## src/design/bdq_pkg.sv

```systemverilog
// Package for the bounded deque: sizes, operation and status codes,
// and the command/status structs between controller and datapath. No dependencies.
`default_nettype none

package bdq_pkg;

  // Ring size. It must be a power of two, so that ring positions wrap by truncation.
  localparam int CAPACITY    = 256;
  localparam int ENTRY_WIDTH = 32;
  localparam int ADDR_W      = $clog2(CAPACITY);
  localparam int COUNT_W     = $clog2(CAPACITY + 1);

  localparam int OP_W     = 3;
  localparam int VALUE_W  = 32;
  localparam int INDEX_W  = 16;
  localparam int STATUS_W = 2;

  localparam logic [OP_W-1:0] OP_NONE        = 3'd0;
  localparam logic [OP_W-1:0] OP_INSERT_HEAD = 3'd1;
  localparam logic [OP_W-1:0] OP_INSERT_TAIL = 3'd2;
  localparam logic [OP_W-1:0] OP_REMOVE_HEAD = 3'd3;
  localparam logic [OP_W-1:0] OP_REMOVE_TAIL = 3'd4;

  localparam logic [STATUS_W-1:0] STAT_OK    = 2'd0;
  localparam logic [STATUS_W-1:0] STAT_FULL  = 2'd1;
  localparam logic [STATUS_W-1:0] STAT_EMPTY = 2'd2;

  // Controller to datapath commands.
  typedef struct packed {
    logic load_item;  // latch the accepted request
    logic exec;       // update pointers and count, write the store
    logic rd_head;    // issue store read of the head slot
    logic rd_tail;    // issue store read of the tail slot
    logic rd_idx;     // issue store read of the indexed slot
    logic cap_head;   // capture read data as head value
    logic cap_tail;   // capture read data as tail value
    logic load_out;   // load the result register
  } bdq_cmd_t;

  // Datapath to controller status.
  typedef struct packed {
    logic out_free;   // result register can take a new result this cycle
  } bdq_sts_t;

endpackage

`default_nettype wire

```

## src/design/bdq_ctrl.sv

```systemverilog
// Sequencer for the deque: accept, execute, three store reads, result load.
// Depends on bdq_pkg.
`default_nettype none

module bdq_ctrl import bdq_pkg::*; (
  input  wire logic     clk_i,
  input  wire logic     rst_ni,
  input  wire logic     in_valid_i,
  output logic          in_ready_o,
  input  wire bdq_sts_t sts_i,
  output bdq_cmd_t      cmd_o
);

  localparam logic [2:0] S_IDLE = 3'd0;
  localparam logic [2:0] S_EXEC = 3'd1;
  localparam logic [2:0] S_RDH  = 3'd2;
  localparam logic [2:0] S_RDT  = 3'd3;
  localparam logic [2:0] S_RDI  = 3'd4;
  localparam logic [2:0] S_DONE = 3'd5;

  logic [2:0] state_q, state_d;

  always_comb begin
    state_d    = state_q;
    cmd_o      = '0;
    in_ready_o = 1'b0;
    case (state_q)
      S_IDLE: begin
        in_ready_o = 1'b1;
        if (in_valid_i) begin
          cmd_o.load_item = 1'b1;
          state_d         = S_EXEC;
        end
      end
      S_EXEC: begin
        cmd_o.exec = 1'b1;
        state_d    = S_RDH;
      end
      S_RDH: begin
        cmd_o.rd_head = 1'b1;
        state_d       = S_RDT;
      end
      S_RDT: begin
        cmd_o.rd_tail  = 1'b1;
        cmd_o.cap_head = 1'b1;
        state_d        = S_RDI;
      end
      S_RDI: begin
        cmd_o.rd_idx   = 1'b1;
        cmd_o.cap_tail = 1'b1;
        state_d        = S_DONE;
      end
      S_DONE: begin
        // indexed read data holds in the RAM output until the slot frees
        if (sts_i.out_free) begin
          cmd_o.load_out = 1'b1;
          state_d        = S_IDLE;
        end
      end
      default: begin
        state_d = S_IDLE;
      end
    endcase
  end

  always_ff @(posedge clk_i or negedge rst_ni) begin
    if (!rst_ni) begin
      state_q <= S_IDLE;
    end else begin
      state_q <= state_d;
    end
  end

endmodule

`default_nettype wire

```

## config.mk

```make
export PLATFORM = sky130hd
export DESIGN_NAME = bdq_ctrl
export DESIGN_NICKNAME = d
export VERILOG_FILES = /design/src/design/bdq_pkg.sv /design/src/design/bdq_ctrl.sv
export SDC_FILE = /design/constraint.sdc
export NUM_CORES = 1
export LEC_CHECK = 0
export BUFFER_PORTS_ARGS = -buffer_cell sky130_fd_sc_hd__buf_2
export CORE_AREA = 2 2 39 41
export CTS_CLUSTER_SIZE = 16
export DETAILED_ROUTE_END_ITERATION = 12
export DIE_AREA = 0 0 41 43
export GPL_ROUTABILITY_DRIVEN = 0
export PLACE_DENSITY = 0.35
export SLEW_MARGIN = 20
export SYNTH_ARGS = -nofsm -noshare
export SYNTH_HDL_FRONTEND = slang
export SYNTH_SLANG_ARGS = --single-unit
```

## constraint.sdc

```tcl
create_clock -name clk_i -period 1.5 [get_ports clk_i]
set_clock_uncertainty 0.1 [all_clocks]
set_input_delay 0.3 -clock clk_i [delete_from_list [all_inputs] [get_ports clk_i]]
set_output_delay 0.3 -clock clk_i [all_outputs]
set_load 0.02 [all_outputs]
```

==> results of run 1 <==
[final timing paths]
check	startpoint	to	slack, ps	depth (start not counted)
worst max-delay path	state_q[2]$_DFFE_PN0P_	cmd_o[7]	-30	3
worst min-delay path	sts_i	state_q[0]$_DFFE_PN0P_	270	3
worst max register to register	state_q[1]$_DFFE_PN0P_	state_q[2]$_DFFE_PN0P_	270	3
worst min register to register	state_q[2]$_DFFE_PN0P_	state_q[1]$_DFFE_PN0P_	560	2
max in group asynchronous	rst_ni	state_q[2]$_DFFE_PN0P_	900	2
min in group asynchronous	rst_ni	state_q[0]$_DFFE_PN0P_	290	2
[layout by cell type, fill, tap and decap left out]
cell,instances
buf_6,3
clkbuf_4,3
buf_4,7
inv_1,1
a221oi_1,1
xnor2_1,1
dlygate4sd3_1,1
nor3_4,1
nor2_1,1
and2_4,1
dfrtp_2,3
nor3_1,2
nand2_1,1
a31o_1,1
and3b_2,1
and4_1,1
clkbuf_1,1
nor3b_1,1
nand2b_1,1
nor3b_2,1
buf_2,6
[worst register-to-register path, delay by kind of cell (launching register included)]
family	cells	cell delay (ps)
simple gates	1	260
compound gates	1	170
buf+inv	1	130
flops	1	450
[layout make-up]
type                            count  area share (%)
Clock buffer                        4           7.119
Inverter                            1           1.017
Multi-Input combinational cell     14           30.85
Sequential cell                     3           21.36
Tap cell                           16           5.424
Timing Repair Buffer               17           34.24
[per-layer routing]
layer | global-route usage [%] | up-vias | wire length, um
met1 | 8.442 | 94 | 222
met3 | 3.141 | 0 | 38
met5 | 0 | - | 0
met2 | 8.750 | 9 | 234
met4 | 12.00 | 0 | 0
li1 | - | 108 | -
[stage by stage]
step                instance area (um^2)  worst slack (ps)  std cells
floorplan                          225.2            -6.861         23
finish                             369.1            -32.61         55
detailed placement                 269.0             109.3         46
CTS                                356.6            -53.46         55
global placement                   269.0             109.7         46
global route                       369.1            -110.0         55
[where the power goes]
| group | leakage, nW | internal, mW | switching (mW) | total, mW |
|---|---|---|---|---|
| clock network | 0.0150 | 0.0997 | 0.0425 | 0.142 |
| logic | 0.126 | 0.263 | 0.243 | 0.507 |
| registers | 0.0337 | 0.128 | 0.0837 | 0.212 |
| total | 0.174 | 0.491 | 0.369 | 0.860 |
[cells by family (layout without fill, tap and decap cells)]
logic type / count (synthesis) / count (layout) / share of synthesized area (%)
AO/OA/AOI/OAI: 2 / 2 / 8.189
XOR/XNOR: 1 / 1 / 4.094
buffers and inverters: 6 / 22 / 18.71
flip-flops: 3 / 3 / 35.09
AND/OR/NAND/NOR: 11 / 11 / 33.92
[timing repair]
item	CTS	global route
buffers inserted	4	0
endpoints found under the hold margin	3	0
hold buffers	1	0
setup endpoints to repair	9	9
pin swaps	3	0
resized for setup	10	4
==> flow_metrics.tcl, run 1 <==
set metrics [dict create \
    startpoint_type "flip-flop" \
    clock-sinks 3 \
    fin_crit_sh_pct 102.2 \
    num-nets-final 44 \
    drive_gt1_share_pct 66.67 \
    crit_path_top_delay_cell "dfrtp_2" \
    maxCapViolations 0 \
    totalPowerFinal_mw 0.8604 \
    yosysMostFrequentCell "dfrtp_1" \
    h-tree-depth 1 \
    netlist.area_leader.share_pct 35.09 \
    p_leak_nw 0.1743 \
    period_needed_ps 1533 \
    ys_seq_area_share_pct 35.09 \
    cts_tree "yes" \
    critPathMaxFanout 7 \
    vias 211 \
    area_growth_pct 72.51 \
    numCtsBuffers 3 \
    violations "negative setup slack" \
    drc 0 \
    largest_reg_flops 3 \
    syn_nets 27 \
    cp_slowest_stage_delay_ps 440 \
    slew_headroom_pct 85.09 \
    end_kind "output port" \
    drtIter0Drc 0 \
    path_cells "nor3_4, and2_4, buf_6" \
    ant_nets 0 \
    ff_latch_area_um2 78.83 \
    grt_pass1_wl_um 807 \
    synth-edff-count 0 \
    grt_pass1_vias 211 \
    dieWidth_um 41 \
    critPathTopFamily "flip-flops" \
    rows 14 \
    firstDrtPassIters 1 \
    start_util_pct 15.46 \
    ir_drop_v 0.0008246 \
    worst-setup-path-type "flip-flop to output port" \
    grt_usage_pct 7.855 \
    worst-path-buf-inv 1 \
    die-area_mm2 0.001763 \
    synth_top_flop_cell "dfrtp_1" \
    core_area_mm2 0.001384 \
    root_buffer "clkbuf_4" \
    routedWlPerCell_um 8.982 \
    antenna_found_initial 0 \
    multi_input_area_um2 113.9 \
    synth_cells 23 \
    synth_area_leaders "dfrtp_1 (35%), buf_4 (7.0%), nor3b_1 (7.0%)" \
    ctsLongestPathBuffers 2 \
    worstPathArrival_ps 1130 \
    finalSetupViolations 1 \
    n_fill_cell 162 \
    grt_remaining_overflow 0 \
    post-route-worst-setup-slack_ps -32.61 \
    synth_cell_types 17 \
    tightest_slew_ps 223.6 \
    die_h_um 43 \
    final_util_pct 26.67 \
    place.port_buffers 12 \
    powerDensity_mw_per_mm2 2331 \
    grt_max_degree 9 \
    holdWs_ps 273.9 \
    synthTopCellsByCount "dfrtp_1 (3), buf_2 (2), buf_4 (2), nor3_1 (2), nor3b_1 (2)" \
    wl_um 494 \
    grt_setup_unrepaired "true" \
    yosysWarnings 0 \
    dpl.hpwl_um 324.3 \
    critPathRequiredTime_ps 1100 \
    async_reset_ff_share_pct 100.0 \
    n_antenna_cell 0 \
    clock_latency_ps 230 \
    hold_class "primary input to flip-flop" \
    clkSlewWorstSetupHoldPaths_ps 40 \
    synth_seq_cells 3 \
    yosysTopAreaCell "dfrtp_1" \
    reg_top3 "state_q (3)" \
    setup-tns-final_ps -32.61 \
    via_per_inst 3.836 \
    fmax_mhz 652.5 \
    final_max_slew_viol_count 0 \
    ios 13 \
    syn_area_um2 214.0 \
    avgSynthCellArea_um2 9.302 \
    run_status "finished, violations left" \
    hold_viol_final 0 \
    regMostFlops "state_q" \
]
Note: power is estimated with default switching activity, not from simulation.
==> inputs of run 2 (changes only) <==
--- a/config.mk
+++ b/config.mk
@@ -6,12 +6,14 @@
 export NUM_CORES = 1
 export LEC_CHECK = 0
 export BUFFER_PORTS_ARGS = -buffer_cell sky130_fd_sc_hd__buf_2
+export CELL_PAD_IN_SITES_DETAIL_PLACEMENT = 1
+export CELL_PAD_IN_SITES_GLOBAL_PLACEMENT = 1
 export CORE_AREA = 2 2 39 41
 export CTS_CLUSTER_SIZE = 16
 export DETAILED_ROUTE_END_ITERATION = 12
 export DIE_AREA = 0 0 41 43
 export GPL_ROUTABILITY_DRIVEN = 0
-export PLACE_DENSITY = 0.35
+export PLACE_DENSITY = 0.46
 export SLEW_MARGIN = 20
 export SYNTH_ARGS = -nofsm -noshare
 export SYNTH_HDL_FRONTEND = slang
==> run 2 against run 1 <==
Effect of this change:
- worst setup slack worse by 21 ps
- sequential power up 3%
- fmax down 1.3%
- the flow still finishes with violations (negative setup slack)
- clock power about the same
- global-route usage up 1.4 points
- count of clock-buffer cells in the layout unchanged
- flip-flop and latch count unchanged
- core utilization up 2.4 points
==> flow_metrics.tcl, run 2 (same netlist as run 1, synthesis figures left out) <==
set metrics [dict create \
    run_status "finished, violations left" \
    violations "negative setup slack" \
    r2r_setup_slack_ps 280 \
    r2r_end "state_q[0]$_DFFE_PN0P_" \
    cp_slowest_stage_delay_ps 450 \
    end_kind "output port" \
    worst-setup-path-type "flip-flop to output port" \
    dieWidth_um 41 \
    grt_pass1_vias 229 \
    reg_top3 "state_q (3)" \
    ff_latch_area_um2 78.83 \
    root_buffer "clkbuf_4" \
    grt_remaining_overflow 0 \
    clock-sinks 3 \
    seqPwrFrac_pct 23.1 \
    clock_latency_ps 230 \
    drtIter0Drc 2 \
    regMostFlops "state_q" \
    num-nets-final 46 \
    layout_common_cells "buf_4 (10), buf_2 (4), buf_6 (4)" \
    vias 219 \
    combPwrFrac_pct 62.2 \
    critPathRequiredTime_ps 1100 \
    worst-path-buf-inv 1 \
    cts_tree "yes" \
    layout_commonest_cell "buf_4" \
    antenna_found_initial 0 \
    hold_viol_final 0 \
    switching_share_pct 42.65 \
    maxCapViolations 0 \
    place.port_buffers 12 \
    routedWlPerCell_um 10.75 \
    tightest_slew_ps 216.1 \
    critPathTopFamily "flip-flops" \
    wl_um 613 \
    rows 14 \
    drive_gt1_share_pct 73.17 \
    r2r-start "state_q[2]$_DFFE_PN0P_" \
    start_util_pct 15.46 \
    n_fill_cell 172 \
    area_growth_pct 88.30 \
    rr_worst_depth 3 \
    period_needed_ps 1553 \
    final_max_slew_viol_count 0 \
    finalSetupViolations 4 \
    grt_usage_pct 9.265 \
    post-route-worst-setup-slack_ps -53.41 \
    min_path_cells 3 \
    grt_pass1_wl_um 966 \
    clkSlewWorstSetupHoldPaths_ps 40 \
    slew_headroom_pct 85.60 \
    hold_end "state_q[0]$_DFFE_PN0P_" \
    startpoint_type "flip-flop" \
    ir_drop_v 0.0006903 \
    powerDensity_mw_per_mm2 2344 \
    fin_crit_sh_pct 103.6 \
    worstPathArrival_ps 1150 \
    setup-tns-final_ps -86.65 \
    p_int_mw 0.5417 \
    drc 0 \
    ctsLongestPathBuffers 2 \
    holdWs_ps 280.0 \
    placed_cell_area_um2 269.0 \
    grt_max_degree 9 \
    hold_class "primary input to flip-flop" \
    totalPowerFinal_mw 0.9445 \
    via_per_inst 3.842 \
    multi_input_area_um2 123.9 \
    ant_nets 0 \
    die-area_mm2 0.001763 \
    ios 13 \
    firstDrtPassIters 2 \
    p_leak_nw 0.1887 \
    min_from "sts_i" \
    path_cells "nor3_4, and2_4, buf_6" \
    n_antenna_cell 0 \
    crit_path_top_delay_cell "dfrtp_2" \
    largest_reg_flops 3 \
    p_clk_share_pct 14.8 \
    finalInstanceArea_um2 402.9 \
    dp_cells 46 \
    numCtsBuffers 3 \
    critPathMaxFanout 7 \
    grt_setup_unrepaired "true" \
    switching_power_mw 0.4028 \
    h-tree-depth 1 \
    die_h_um 43 \
    fin_cells 57 \
    core_area_mm2 0.001384 \
    fmax_mhz 643.7 \
]
run 2: changes by cell type in the layout (fill, tap and decap cells not counted):
| cell | delta |
|---|---|
| nor3_2 | +1 |
| nor3_1 | -1 |
| nor3b_1 | -1 |
| buf_4 | +3 |
| buf_2 | -2 |
| nor3b_2 | +1 |
| buf_6 | +1 |
run 2: power groups by stage:
stage / logic, mW / registers (mW) / clock network [mW]
3_5_place_dp: 0.367 / 0.234 / 0
6_report: 0.587 / 0.218 / 0.139
3_3_place_gp: 0.365 / 0.229 / 0
2_1_floorplan: 0.407 / 0.130 / 0
5_1_grt: 0.633 / 0.226 / 0.150
4_1_cts: 0.521 / 0.218 / 0.146
run 2: worst max-delay path by stage:
stage / from / end / slack (ps) / cells past startpoint
floorplan: state_q[0]$_DFFE_PN0P_ / cmd_o[3] / -7 / 3
global placement: state_q[1]$_DFFE_PN0P_ / cmd_o[5] / 100 / 3
detailed placement: state_q[1]$_DFFE_PN0P_ / cmd_o[5] / 80 / 3
CTS: state_q[0]$_DFFE_PN0P_ / cmd_o[7] / -60 / 3
global route: state_q[2]$_DFFE_PN0P_ / cmd_o[7] / -100 / 3
finish: state_q[2]$_DFFE_PN0P_ / cmd_o[7] / -50 / 3
run 2: area by class of cell:
type / instances / share of cell area (%)
timing repair buffer: 19 / 37.27
multi-input combinational: 14 / 30.75
sequential: 3 / 19.57
clock buffer: 4 / 6.522
tap: 16 / 4.969
inverter: 1 / 0.9317
run 2: what timing repair did:
action | CTS | global route
pin swaps | 0 | 2
buffers inserted | 4 | 2
hold endpoints to repair | 3 | 0
hold buffers | 1 | 0
gates resized for setup | 13 | 6
endpoints found under the setup margin | 9 | 9
run 2: routing by layer:
layer  wire (um)  GRT usage, %  vias up
li1            -             -      111
met5           0             0        -
met2         307         11.88        8
met3          23         3.141        0
met4           0         12.00        0
met1         282         9.740      100
run 2: per-stage QoR:
stage	setup slack [ps]	utilization [%]
after global routing	-102.3	29.11
after floorplan	-6.861	-
after detailed placement	82.19	19.44
after global placement	99.71	19.44
after CTS	-59.13	26.76
final	-53.41	29.11
run 2: worst min-delay path: cells and delay by family:
| kind | cells | cell delay [ps] |
|---|---|---|
| simple gates | 1 | 100 |
| compound gates | 1 | 60 |
| buf+inv | 1 | 100 |
==> inputs of run 3 (changes only) <==
--- a/config.mk
+++ b/config.mk
@@ -5,6 +5,7 @@
 export SDC_FILE = /design/constraint.sdc
 export NUM_CORES = 1
 export LEC_CHECK = 0
+export ABC_AREA = 1
 export BUFFER_PORTS_ARGS = -buffer_cell sky130_fd_sc_hd__buf_2
 export CELL_PAD_IN_SITES_DETAIL_PLACEMENT = 1
 export CELL_PAD_IN_SITES_GLOBAL_PLACEMENT = 1
@@ -13,7 +14,8 @@
 export DETAILED_ROUTE_END_ITERATION = 12
 export DIE_AREA = 0 0 41 43
 export GPL_ROUTABILITY_DRIVEN = 0
-export PLACE_DENSITY = 0.46
+export PLACE_DENSITY = 0.49
+export SKIP_LAST_GASP = 1
 export SLEW_MARGIN = 20
 export SYNTH_ARGS = -nofsm -noshare
 export SYNTH_HDL_FRONTEND = slang
==> run 3 against run 2 <==
Effect of this change:
- via count increased by 12%
- fmax is 2.2% higher
- critical endpoint is now cmd_o[6]
- critical path type unchanged
- largest cell class unchanged
- sequential power is 6% lower
- routed wire length is 0.98% higher
- the flow still finishes with violations (negative setup slack)
- highest routed layer is now met4
- die area did not move
- sequential share of layout area rose by 0.76 points
- core utilization fell by 1.1 points
- flip-flop and latch count did not move
- combinational power is essentially flat
==> flow_metrics.tcl, run 3 <==
set metrics [dict create \
    run_status "finished, violations left" \
    violations "negative setup slack" \
    top_usage_layer "met1" \
    placed_cell_area_um2 274.0 \
    wl_um 619 \
    totalPowerFinal_mw 0.9395 \
    drive_gt1_share_pct 64.58 \
    fin_cells 64 \
    setup-tns-final_ps -39.98 \
    place.port_buffers 12 \
    reg_top3 "state_q (3)" \
    hold_viol_final 0 \
    drtIter0Drc 1 \
    dieWidth_um 41 \
    maxCapViolations 0 \
    start_util_pct 15.64 \
    dpl.hpwl_um 432.1 \
    avgSynthCellArea_um2 6.764 \
    fmax_mhz 657.7 \
    end_kind "output port" \
    h-tree-depth 1 \
    critPathMaxFanout 4 \
    cts_tree "yes" \
    numCtsBuffers 3 \
    die-area_mm2 0.001763 \
    startpoint_type "flip-flop" \
    synthTopCellsByCount "inv_1 (9), nand2_1 (5), buf_4 (3), dfrtp_1 (3), nor3_1 (3)" \
    via_per_inst 3.844 \
    r2r_setup_slack_ps 480 \
    synth-simple-area-share_pct 35.26 \
    ant_nets 0 \
    synth_seq_cells 3 \
    yosysTopAreaCell "dfrtp_1" \
    rows 14 \
    synth_area_leaders "dfrtp_1 (35%), inv_1 (16%), buf_4 (10%)" \
    synth_top_flop_cell "dfrtp_1" \
    drc 0 \
    die_h_um 43 \
    vias 246 \
    num-nets-final 53 \
    ios 13 \
    root_buffer "clkbuf_4" \
    clkSlewWorstSetupHoldPaths_ps 40 \
    hold_class "primary input to flip-flop" \
    ys_seq_area_share_pct 34.68 \
    core_area_mm2 0.001384 \
    grt_usage_pct 8.800 \
    layout_commonest_cell "buf_4" \
    worst-setup-path-type "flip-flop to output port" \
    powerDensity_mw_per_mm2 2422 \
    synth_top_family_by_area "simple AND/OR/NAND/NOR gates" \
    yosysMostFrequentCell "inv_1" \
    synth_compound_area_share_pct 4.046 \
    post-route-worst-setup-slack_ps -20.51 \
    grtUsageMet2_pct 10.31 \
    netlist.area_leader.share_pct 34.68 \
    async_reset_ff_share_pct 100.0 \
    routedWlPerCell_um 9.672 \
    clock_latency_ps 240 \
    synth-edff-count 0 \
    met3_usage_pct 3.141 \
    ctsLongestPathBuffers 2 \
    largest_reg_flops 3 \
    fin_crit_sh_pct 101.4 \
    finalInstanceArea_um2 387.9 \
    holdWs_ps 233.4 \
    synth_cell_types 11 \
    antenna_found_initial 0 \
    synthMuxAreaShare_pct 0 \
    layout_common_cells "buf_4 (6), inv_1 (5), buf_6 (5)" \
    met1_usage_pct 11.75 \
    critPathRequiredTime_ps 1100 \
    grt_max_degree 9 \
    dp_cells 57 \
    grt_pass1_vias 223 \
    grt_pass1_wl_um 979 \
    syn_area_um2 216.5 \
    clock-sinks 3 \
    worstPathArrival_ps 1120 \
    final_max_slew_viol_count 0 \
    regMostFlops "state_q" \
    synth_cells 32 \
    slew_headroom_pct 86.22 \
    synthAdderAreaFrac_pct 0 \
    p_leak_nw 0.2129 \
    syn_nets 36 \
    area_growth_pct 79.19 \
    period_needed_ps 1521 \
    firstDrtPassIters 2 \
    finalSetupViolations 2 \
    ir_drop_v 0.0006068 \
    synthXorXnorAreaFrac_pct 0 \
    tightest_slew_ps 205.2 \
    yosysWarnings 0 \
    n_antenna_cell 0 \
    grt_remaining_overflow 0 \
    grt_setup_unrepaired "true" \
]
-- run 3: cell types whose count changed after synthesis, moves of 2 or more --
| cell | delta |
|---|---|
| nand3_1 | +2 |
| nor2_2 | +2 |
| inv_1 | +8 |
| nand2_1 | +4 |
| buf_2 | -2 |
| nor3b_1 | -2 |
-- run 3: kinds of logic after synthesis --
group / Yosys count
simple gates: 16
buf+inv: 12
flops: 3
compound gates: 1
-- run 3: stage by stage --
stage	utilization, %	worst slack [ps]
after CTS	26.13	-41.47
final	28.03	-20.51
after global placement	19.80	138.8
after detailed placement	19.80	151.7
after floorplan	-	117.8
after global routing	28.03	-80.70
-- run 3: cell type report --
class                      instances  area [um^2]
timing repair buffer              15        126.4
tap                               16        20.02
clock buffer                       4        26.28
fill                             183        996.0
multi-input combinational         17        100.1
inverter                           9        36.28
sequential                         3        78.83
-- run 3: worst paths after layout --
path	start	to	cells past startpoint
max in group asynchronous	rst_ni	state_q[2]$_DFFE_PN0P_	2
max reg2reg	state_q[0]$_DFFE_PN0P_	state_q[2]$_DFFE_PN0P_	3
min in group asynchronous	rst_ni	state_q[1]$_DFFE_PN0P_	2
min reg2reg	state_q[2]$_DFFE_PN0P_	state_q[1]$_DFFE_PN0P_	1
max	state_q[0]$_DFFE_PN0P_	cmd_o[6]	4
min	in_valid_i	state_q[0]$_DFFE_PN0P_	3
-- run 3: what timing repair did --
item | in CTS | in global routing
resized for setup | 13 | 13
setup buffers | 2 | 0
hold buffers | 1 | 0
pin swaps | 3 | 4
setup endpoints to repair | 6 | 9
endpoints found under the hold margin | 3 | 0
-- run 3: layer usage --
layer / wire, um / up-vias
met3: 44 / 2
met4: 17 / 0
met5: 0 / -
met1: 272 / 112
li1: - / 124
met2: 285 / 8
-- run 3: where the power goes --
| group | switching [mW] | internal [mW] |
|---|---|---|
| Combinational | 0.315 | 0.271 |
| Clock | 0.0482 | 0.100 |
| Sequential | 0.0771 | 0.129 |
| Total | 0.440 | 0.499 |
-- run 3: worst max-delay path, stage by stage (launching register included) --
cell and delay [ps]:
dfrtp_2 410, buf_6 130, inv_4 30, nor3_2 160, buf_4 160
